`config.mk`:
```
export PLATFORM = sky130hd
export DESIGN_NAME = cooperative_task_scheduler
export DESIGN_NICKNAME = d
export VERILOG_FILES = /design/src/hw/rtl/cts_pkg.sv /design/src/hw/rtl/cts_store.sv /design/src/hw/rtl/cts_alu.sv /design/src/hw/rtl/cooperative_task_scheduler.sv
export VERILOG_INCLUDE_DIRS = /design/src /design/src/hw/rtl
export SDC_FILE = /design/constraint.sdc
export NUM_CORES = 2
export LEC_CHECK = 0
export BUFFER_PORTS_ARGS = -buffer_cell sky130_fd_sc_hd__buf_2
export CAP_MARGIN = 20
export CELL_PAD_IN_SITES_DETAIL_PLACEMENT = 1
export CELL_PAD_IN_SITES_GLOBAL_PLACEMENT = 1
export CORE_ASPECT_RATIO = 0.8
export CORE_UTILIZATION = 49
export CTS_CLUSTER_DIAMETER = 120
export DETAILED_ROUTE_END_ITERATION = 6
export HOLD_SLACK_MARGIN = 0.15
export PLACE_DENSITY = 0.84
export SLEW_MARGIN = 0
export SYNTH_ARGS = -nofsm -noshare
export SYNTH_HDL_FRONTEND = slang
export SYNTH_SLANG_ARGS = --single-unit
export TNS_END_PERCENT = 30
```
`constraint.sdc`:
```
create_clock -name clk -period 6.2 [get_ports clk]
set_input_delay 0 -clock clk [delete_from_list [all_inputs] [get_ports clk]]
set_output_delay 0 -clock clk [all_outputs]
set_load 0.005 [all_outputs]
```
`src/hw/rtl/assert_macros.svh`:
```
// ----------------------------------------------------------------------------
// Assertion macros
// Shared concurrent assertion forms, clocked on clk and held off during reset.
// ----------------------------------------------------------------------------
`ifndef ASSERT_MACROS_SVH
`define ASSERT_MACROS_SVH

// A property that must hold at every rising clock edge outside reset.
`define CTS_ASSERT(label, prop, msg) \
    label: assert property (@(posedge clk) disable iff (!rst_n) (prop)) \
        else $error(msg);

// An implication checked at every rising clock edge outside reset.
`define CTS_ASSERT_IMPL(label, ante, cons, msg) \
    label: assert property (@(posedge clk) disable iff (!rst_n) (ante) |-> (cons)) \
        else $error(msg);

`endif

```
`src/hw/rtl/cts_pkg.sv`:
```
// ----------------------------------------------------------------------------
// Task scheduler package
// Types, codes and constants shared by the scheduler modules.
// ----------------------------------------------------------------------------
package cts_pkg;

    localparam int MAX_TASKS_DEF = 16;
    localparam int RESULT_LIMIT  = 16;

    localparam int TAG_W   = 8;
    localparam int DELAY_W = 32;
    localparam int RUNS_W  = 8;
    localparam int SLOT_W  = 4;

    localparam logic [RUNS_W-1:0] RUNS_MAX = '1;

    typedef enum logic [1:0] {
        KIND_TICK     = 2'd0,
        KIND_ADD      = 2'd1,
        KIND_DISPATCH = 2'd2,
        KIND_DELETE   = 2'd3
    } kind_t;

    typedef enum logic [1:0] {
        ST_OK       = 2'd0,
        ST_FULL     = 2'd1,
        ST_BAD_SLOT = 2'd2,
        ST_NONE_DUE = 2'd3
    } status_t;

    typedef enum logic {
        ALU_TICK = 1'b0,
        ALU_TAKE = 1'b1
    } alu_op_t;

    typedef struct packed {
        logic [TAG_W-1:0]   tag;
        logic [DELAY_W-1:0] delay;
        logic [DELAY_W-1:0] period;
        logic [RUNS_W-1:0]  runs;
    } task_entry_t;

    typedef struct packed {
        logic has_runs;
        logic one_shot;
    } alu_flags_t;

endpackage

```
`src/hw/rtl/cts_store.sv`:
```
// ----------------------------------------------------------------------------
// Task table store
// One write port and one registered read port over the packed task records.
// ----------------------------------------------------------------------------
module cts_store #(
    parameter int DEPTH = cts_pkg::MAX_TASKS_DEF,
    localparam int AW = (DEPTH > 1) ? $clog2(DEPTH) : 1
) (
    input  logic                clk,
    input  logic                wr_en,
    input  logic [AW-1:0]       wr_addr,
    input  cts_pkg::task_entry_t wr_data,
    input  logic [AW-1:0]       rd_addr,
    output cts_pkg::task_entry_t rd_data
);
    import cts_pkg::*;

    task_entry_t mem [DEPTH];
    task_entry_t rd_data_reg;

    always_ff @(posedge clk)
    begin
        if (wr_en)
        begin
            mem[wr_addr] <= wr_data;
        end
        rd_data_reg <= mem[rd_addr];
    end

    assign rd_data = rd_data_reg;

endmodule

```
`src/hw/rtl/cts_alu.sv`:
```
// ----------------------------------------------------------------------------
// Task entry update unit
// Shared arithmetic for one table entry: tick countdown and run take-off.
// ----------------------------------------------------------------------------
module cts_alu (
    input  cts_pkg::alu_op_t    op,
    input  cts_pkg::task_entry_t entry_in,
    output cts_pkg::task_entry_t entry_out,
    output cts_pkg::alu_flags_t  flags
);
    import cts_pkg::*;

    always_comb
    begin
        entry_out      = entry_in;
        flags.has_runs = (entry_in.runs != '0);
        flags.one_shot = (entry_in.period == '0);
        case (op)
            ALU_TICK:
            begin
                if (entry_in.delay != '0)
                begin
                    entry_out.delay = entry_in.delay - DELAY_W'(1);
                end
                else
                begin
                    // Reload from the period; the run count sticks at its maximum.
                    entry_out.delay = entry_in.period;
                    if (entry_in.runs != RUNS_MAX)
                    begin
                        entry_out.runs = entry_in.runs + RUNS_W'(1);
                    end
                end
            end
            ALU_TAKE:
            begin
                entry_out.runs = entry_in.runs - RUNS_W'(1);
            end
            default:
            begin
                entry_out = entry_in;
            end
        endcase
    end

endmodule

```
`src/hw/rtl/cooperative_task_scheduler.sv`:
```
// ----------------------------------------------------------------------------
// Cooperative task scheduler
// One item at a time: the single read port of the task table, with registered
// read data, is walked one entry at a time by the sequencer.
// Reset empties the table at once; the table memory itself is never cleared.
// ----------------------------------------------------------------------------
module cooperative_task_scheduler #(
    parameter int MAX_TASKS = cts_pkg::MAX_TASKS_DEF
) (
    input  logic                         clk,
    input  logic                         rst_n,
    input  logic                         in_valid,
    output logic                         in_ready,
    input  logic [1:0]                   kind,
    input  logic [cts_pkg::TAG_W-1:0]    task_tag,
    input  logic [cts_pkg::DELAY_W-1:0]  first_delay,
    input  logic [cts_pkg::DELAY_W-1:0]  repeat_period,
    input  logic [cts_pkg::SLOT_W-1:0]   slot,
    output logic                         out_valid,
    input  logic                         out_ready,
    output logic [cts_pkg::TAG_W-1:0]    run_tag,
    output logic [cts_pkg::SLOT_W-1:0]   run_slot,
    output logic                         removed,
    output logic [1:0]                   status,
    output logic                         last
);
    import cts_pkg::*;

    localparam int AW   = (MAX_TASKS > 1) ? $clog2(MAX_TASKS) : 1;
    localparam int CW   = $clog2(MAX_TASKS + 1);
    localparam int CMPW = (CW > SLOT_W) ? CW : SLOT_W;
    localparam int NW   = $clog2(RESULT_LIMIT + 1);

    localparam logic [CW-1:0] COUNT_MAX = CW'(MAX_TASKS);
    localparam logic [NW-1:0] N_LIMIT   = NW'(RESULT_LIMIT);

    typedef enum logic [2:0] {
        S_IDLE,
        S_TICK,
        S_D_RD,
        S_D_EX,
        S_SH_RD,
        S_SH_WR,
        S_FINISH
    } state_t;

    state_t              state_reg, state_next;
    logic [CW-1:0]       count_reg, count_next;
    logic [CW-1:0]       idx_reg, idx_next;
    logic [CW-1:0]       sh_reg, sh_next;
    logic [NW-1:0]       n_reg, n_next;
    logic                from_dispatch_reg, from_dispatch_next;

    logic                hold_valid_reg, hold_valid_next;
    logic [TAG_W-1:0]    hold_tag_reg, hold_tag_next;
    logic [SLOT_W-1:0]   hold_slot_reg, hold_slot_next;
    logic                hold_removed_reg, hold_removed_next;
    status_t             hold_status_reg, hold_status_next;

    logic                out_valid_reg, out_valid_next;
    logic [TAG_W-1:0]    out_tag_reg, out_tag_next;
    logic [SLOT_W-1:0]   out_slot_reg, out_slot_next;
    logic                out_removed_reg, out_removed_next;
    status_t             out_status_reg, out_status_next;
    logic                out_last_reg, out_last_next;

    logic                can_load;
    logic [CW-1:0]       idx_prev;
    logic [CW-1:0]       sh_inc;
    logic                mem_we;
    logic [AW-1:0]       mem_waddr;
    logic [AW-1:0]       mem_raddr;
    task_entry_t         mem_wdata;
    task_entry_t         mem_rdata;
    task_entry_t         new_entry;
    task_entry_t         alu_entry;
    alu_op_t             alu_op;
    alu_flags_t          alu_flags;

    cts_store #(
        .DEPTH (MAX_TASKS)
    ) u_store (
        .clk     (clk),
        .wr_en   (mem_we),
        .wr_addr (mem_waddr),
        .wr_data (mem_wdata),
        .rd_addr (mem_raddr),
        .rd_data (mem_rdata)
    );

    cts_alu u_alu (
        .op        (alu_op),
        .entry_in  (mem_rdata),
        .entry_out (alu_entry),
        .flags     (alu_flags)
    );

    assign can_load = !out_valid_reg || out_ready;
    assign idx_prev = idx_reg - CW'(1);
    assign sh_inc   = sh_reg + CW'(1);

    always_comb
    begin
        new_entry.tag    = task_tag;
        new_entry.delay  = first_delay;
        new_entry.period = repeat_period;
        new_entry.runs   = '0;
    end

    always_comb
    begin
        state_next         = state_reg;
        count_next         = count_reg;
        idx_next           = idx_reg;
        sh_next            = sh_reg;
        n_next             = n_reg;
        from_dispatch_next = from_dispatch_reg;
        hold_valid_next    = hold_valid_reg;
        hold_tag_next      = hold_tag_reg;
        hold_slot_next     = hold_slot_reg;
        hold_removed_next  = hold_removed_reg;
        hold_status_next   = hold_status_reg;
        out_valid_next     = out_valid_reg;
        out_tag_next       = out_tag_reg;
        out_slot_next      = out_slot_reg;
        out_removed_next   = out_removed_reg;
        out_status_next    = out_status_reg;
        out_last_next      = out_last_reg;
        mem_we             = 1'b0;
        mem_waddr          = idx_reg[AW-1:0];
        mem_wdata          = alu_entry;
        mem_raddr          = idx_reg[AW-1:0];
        alu_op             = ALU_TAKE;

        if (out_valid_reg && out_ready)
        begin
            out_valid_next = 1'b0;
        end

        case (state_reg)
            S_IDLE:
            begin
                if (in_valid)
                begin
                    hold_valid_next    = 1'b1;
                    hold_tag_next      = '0;
                    hold_slot_next     = '0;
                    hold_removed_next  = 1'b0;
                    hold_status_next   = ST_OK;
                    from_dispatch_next = 1'b0;
                    n_next             = '0;
                    idx_next           = '0;
                    case (kind)
                        KIND_TICK:
                        begin
                            state_next = S_TICK;
                        end
                        KIND_ADD:
                        begin
                            if (count_reg < COUNT_MAX)
                            begin
                                mem_we     = 1'b1;
                                mem_waddr  = count_reg[AW-1:0];
                                mem_wdata  = new_entry;
                                count_next = count_reg + CW'(1);
                            end
                            else
                            begin
                                hold_status_next = ST_FULL;
                            end
                            state_next = S_FINISH;
                        end
                        KIND_DISPATCH:
                        begin
                            hold_valid_next    = 1'b0;
                            from_dispatch_next = 1'b1;
                            state_next         = S_D_RD;
                        end
                        KIND_DELETE:
                        begin
                            if (CMPW'(slot) < CMPW'(count_reg))
                            begin
                                sh_next    = CW'(slot);
                                state_next = S_SH_RD;
                            end
                            else
                            begin
                                hold_status_next = ST_BAD_SLOT;
                                state_next       = S_FINISH;
                            end
                        end
                        default:
                        begin
                            state_next = S_FINISH;
                        end
                    endcase
                end
            end

            // Read entry idx while writing back entry idx - 1, read in the cycle before.
            S_TICK:
            begin
                alu_op = ALU_TICK;
                if (idx_reg != '0)
                begin
                    mem_we    = 1'b1;
                    mem_waddr = idx_prev[AW-1:0];
                end
                if (idx_reg == count_reg)
                begin
                    state_next = S_FINISH;
                end
                else
                begin
                    idx_next = idx_reg + CW'(1);
                end
            end

            S_D_RD:
            begin
                if (idx_reg >= count_reg || n_reg == N_LIMIT)
                begin
                    state_next = S_FINISH;
                end
                else
                begin
                    state_next = S_D_EX;
                end
            end

            // A result is held back until the next one appears, so that the
            // final transaction of a dispatch can be marked as the last.
            S_D_EX:
            begin
                if (!alu_flags.has_runs)
                begin
                    idx_next   = idx_reg + CW'(1);
                    state_next = S_D_RD;
                end
                else if (!hold_valid_reg || can_load)
                begin
                    if (hold_valid_reg)
                    begin
                        out_valid_next   = 1'b1;
                        out_tag_next     = hold_tag_reg;
                        out_slot_next    = hold_slot_reg;
                        out_removed_next = hold_removed_reg;
                        out_status_next  = hold_status_reg;
                        out_last_next    = 1'b0;
                    end
                    hold_valid_next   = 1'b1;
                    hold_tag_next     = mem_rdata.tag;
                    hold_slot_next    = SLOT_W'(idx_reg);
                    hold_removed_next = alu_flags.one_shot;
                    hold_status_next  = ST_OK;
                    n_next            = n_reg + NW'(1);
                    if (alu_flags.one_shot)
                    begin
                        sh_next    = idx_reg;
                        state_next = S_SH_RD;
                    end
                    else
                    begin
                        mem_we     = 1'b1;
                        idx_next   = idx_reg + CW'(1);
                        state_next = S_D_RD;
                    end
                end
            end

            S_SH_RD:
            begin
                mem_raddr = sh_inc[AW-1:0];
                if (sh_inc >= count_reg)
                begin
                    count_next = count_reg - CW'(1);
                    state_next = from_dispatch_reg ? S_D_RD : S_FINISH;
                end
                else
                begin
                    state_next = S_SH_WR;
                end
            end

            S_SH_WR:
            begin
                mem_we     = 1'b1;
                mem_waddr  = sh_reg[AW-1:0];
                mem_wdata  = mem_rdata;
                sh_next    = sh_inc;
                state_next = S_SH_RD;
            end

            S_FINISH:
            begin
                if (can_load)
                begin
                    out_valid_next = 1'b1;
                    out_last_next  = 1'b1;
                    if (hold_valid_reg)
                    begin
                        out_tag_next     = hold_tag_reg;
                        out_slot_next    = hold_slot_reg;
                        out_removed_next = hold_removed_reg;
                        out_status_next  = hold_status_reg;
                    end
                    else
                    begin
                        out_tag_next     = '0;
                        out_slot_next    = '0;
                        out_removed_next = 1'b0;
                        out_status_next  = ST_NONE_DUE;
                    end
                    hold_valid_next = 1'b0;
                    state_next      = S_IDLE;
                end
            end

            default:
            begin
                state_next = S_IDLE;
            end
        endcase
    end

    always_ff @(posedge clk or negedge rst_n)
    begin
        if (!rst_n)
        begin
            state_reg         <= S_IDLE;
            count_reg         <= '0;
            idx_reg           <= '0;
            sh_reg            <= '0;
            n_reg             <= '0;
            from_dispatch_reg <= 1'b0;
            hold_valid_reg    <= 1'b0;
            hold_tag_reg      <= '0;
            hold_slot_reg     <= '0;
            hold_removed_reg  <= 1'b0;
            hold_status_reg   <= ST_OK;
            out_valid_reg     <= 1'b0;
            out_tag_reg       <= '0;
            out_slot_reg      <= '0;
            out_removed_reg   <= 1'b0;
            out_status_reg    <= ST_OK;
            out_last_reg      <= 1'b0;
        end
        else
        begin
            state_reg         <= state_next;
            count_reg         <= count_next;
            idx_reg           <= idx_next;
            sh_reg            <= sh_next;
            n_reg             <= n_next;
            from_dispatch_reg <= from_dispatch_next;
            hold_valid_reg    <= hold_valid_next;
            hold_tag_reg      <= hold_tag_next;
            hold_slot_reg     <= hold_slot_next;
            hold_removed_reg  <= hold_removed_next;
            hold_status_reg   <= hold_status_next;
            out_valid_reg     <= out_valid_next;
            out_tag_reg       <= out_tag_next;
            out_slot_reg      <= out_slot_next;
            out_removed_reg   <= out_removed_next;
            out_status_reg    <= out_status_next;
            out_last_reg      <= out_last_next;
        end
    end

    assign in_ready  = (state_reg == S_IDLE);
    assign out_valid = out_valid_reg;
    assign run_tag   = out_tag_reg;
    assign run_slot  = out_slot_reg;
    assign removed   = out_removed_reg;
    assign status    = out_status_reg;
    assign last      = out_last_reg;

`include "assert_macros.svh"

    `CTS_ASSERT(a_count_bound, count_reg <= COUNT_MAX, "task count beyond table size")
    `CTS_ASSERT(a_result_bound, n_reg <= N_LIMIT, "dispatch result count beyond limit")
    `CTS_ASSERT_IMPL(a_hold_empty_on_accept, in_valid && in_ready, !hold_valid_reg,
                     "held result left over when a new transaction is accepted")
    `CTS_ASSERT_IMPL(a_shift_in_table, state_reg == S_SH_WR, sh_inc < count_reg,
                     "compaction step outside the occupied table")

endmodule

```
==> out/metrics.yaml <==
crit_arrival_ns: 4.87
start_util: 0.498
firstDrtPassIters: 5
synth_flop_cell: "edfxtp_1"
fin_crit_ns: 4.45
vias: 33900
routedWlPerCell_um: 30.0
synth-edff-count: 1280
rsz0062_at_grt: "no"
die_x_um: 392
clkSinkCount: 1417
worstHoldEndpoint: "u_store.mem[0][50]"
clockBufferDepth: 3
drv_cap: 0
slowest_stage: "nor2_4"
post-cts-setup-buffers: 0
max_freq_ghz: 0.225
rows: 113
grt_first_pass_wirelength_um: 242000
vdd_drop_max_mv: 0.386
max_stage_delay_ns: 0.95
cts-resized-gates: 0
final_max_slew_viol_count: 0
synthesis.instances: 3573
grt_max_degree: 113
tightestPinTransition_ns: 1.16
async_flop_share: 0.0402
regToRegSetupSlack_ns: 1.75
gp_congestion: 0.927
fin_ws_ns: 1.75
clk_pin_slew_ns: 0.07
holdPathStages: 3
setup-violations-final: 0
hold_class: "input port to register"
fin_util: 0.560
endpoint_kind: "register"
cts_buffers: 137
hp-start: "first_delay[10]"
htreeDepth: 4
track_usage: 0.268
yosysSeqAreaShare: 0.697
cts_tree: "yes"
placed_area_um2: 61600
synth_area_um2: 59500
clockRootBuffer: "clkbuf_16"
final_nets: 3913
drcViolationCount: 0
wl_um: 166000
path_class: "register to register"
cp_cell_sequence: "nand3b_1 > a21oi_1 > o211ai_1 > a22oi_1 > nand2_1 > nor2_4 > buf_4"
r2r_start: "state_reg[1]"
drive_gt1_frac: 0.110
pre_cts_ws_ns: 1.84
fin_tns_setup_ns: 0
status: "finished, final reports clean"
hpwlAfterDp_um: 92800
io_pins: 100
drt-vias-per-instance: 6.13
fin_crit_sh: 0.717
p_per_area_nw_per_um2: 534
power.leakage_nw: 29.0
synthToLayoutAreaGrowth_pct: 12.5
largest_reg_flops: 1280
syn_avg_cell_area_um2: 16.7
die_y_um: 314
synth.distinct_cells: 80
clkLatencyLatePin_ns: 0.78
design_area_um2: 66900
crit_path_start_kind: "register"
fin_skew_ns: 0.0324
slew_headroom: 0.227
syn_nets: 3681
synth-seq-cells: 1417
cp_max_fo: 21
synth_warnings: 0
grt_overflow_total: 0
die-area_um2: 123000
ctsHoldBuffers: 78
r2r-end: "u_store.mem[14][15]"
first_iter_violations: 3587
power_w: 0.0358
ant_nets: 0
grt_pass1_vias: 36200
port_buffers: 99
hold_viol: 0
worstPathRequired_ns: 6.63
core_area_um2: 120000
rr_worst_depth: 7
antennaDiodeCount: 0
antenna_found_initial: 1
[final cells by class]
class	instances	area, µm²
sequential	1417	41500
inverter	28	105
clock inverter	82	768
clock buffer	171	3640
fill	11000	52700
multi-input combinational	1942	16500
tap	1610	2010
timing repair buffer	279	2430
[metal layers]
layer / vias up / wire length [µm] / track usage
li1: 14300 / - / -
met1: 17700 / 68600 / 0.364
met2: 1535 / 79100 / 0.433
met3: 351 / 13300 / 0.0562
met4: 2 / 4910 / 0.0897
met5: - / 13 / 0
[worst max path at each step]
| stage | cells past startpoint | startpoint | slack [ns] | endpoint |
|---|---|---|---|---|
| 6_report | 7 | state_reg[1] | 1.75 | u_store.mem[14][15] |
| 5_1_grt | 7 | state_reg[1] | 1.65 | u_store.mem[6][31] |
| 4_1_cts | 6 | state_reg[1] | 1.74 | u_store.mem[13][60] |
| 3_5_place_dp | 8 | state_reg[1] | 1.84 | u_store.mem[14][16] |
| 2_1_floorplan | 8 | idx_reg[0] | 0.42 | u_store.mem[0][0] |
| 3_3_place_gp | 8 | state_reg[1] | 2.01 | u_store.mem[10][45] |
[stage by stage]
step                std cells  hold WS, ns
floorplan                3573       -0.296
global placement         5179        0.195
detailed placement       5185        0.205
CTS                      5516        0.152
global route             5529        0.194
finish                   5529        0.185
[report_power, final]
part | total, W | internal (W) | switching, W
logic | 0.0130 | 0.00482 | 0.00817
registers | 0.0144 | 0.0133 | 0.00108
clock network | 0.00836 | 0.00463 | 0.00373
total | 0.0358 | 0.0228 | 0.0130
[cell usage after synthesis (25+ instances only)]
library cell,n,area [µm²]
buf_12,34,681
buf_6,32,360
ha_1,25,313
edfxtp_1,1280,38400
inv_1,28,105
nor2_1,69,259
o21ai_0,69,345
clkbuf_1,44,165
mux2i_1,1208,12100
dfxtp_1,80,1600
buf_2,59,295
a21oi_1,42,210
nand2_1,207,777
dfrtp_1,57,1430
[worst max-delay path, delay by kind of cell, from the launching register on]
kind / cells / cell delay (ns)
buffers and inverters: 1 / 0.46
DFF: 1 / 0.75
AOI/OAI and AO/OA: 3 / 1.23
and+or+nand+nor: 3 / 1.63
[cells in the final DEF (no fill, tap or decap), types with 25 or more instances in the layout]
cell / n
dlygate4sd3_1: 83
buf_2: 102
dfxtp_1: 80
inv_1: 28
clkbuf_1: 27
mux2i_1: 1207
nand2_1: 207
ha_1: 25
edfxtp_1: 1280
clkinv_1: 27
buf_12: 30
a21oi_1: 39
buf_4: 63
clkbuf_16: 138
nor2_1: 52
clkinv_2: 29
dfrtp_1: 57
o21ai_0: 68
[cell families after synthesis]
| group | Yosys count | synth area share |
|---|---|---|
| AO/OA/AOI/OAI | 244 | 0.0268 |
| XOR/XNOR | 25 | 0.00368 |
| adder cells (fa/ha/maj) | 26 | 0.00559 |
| buffers and inverters | 214 | 0.0289 |
| flip-flops | 1417 | 0.697 |
| multiplexers | 1209 | 0.203 |
| AND/OR/NAND/NOR | 438 | 0.0349 |
Power figures use the tool's default switching activity.
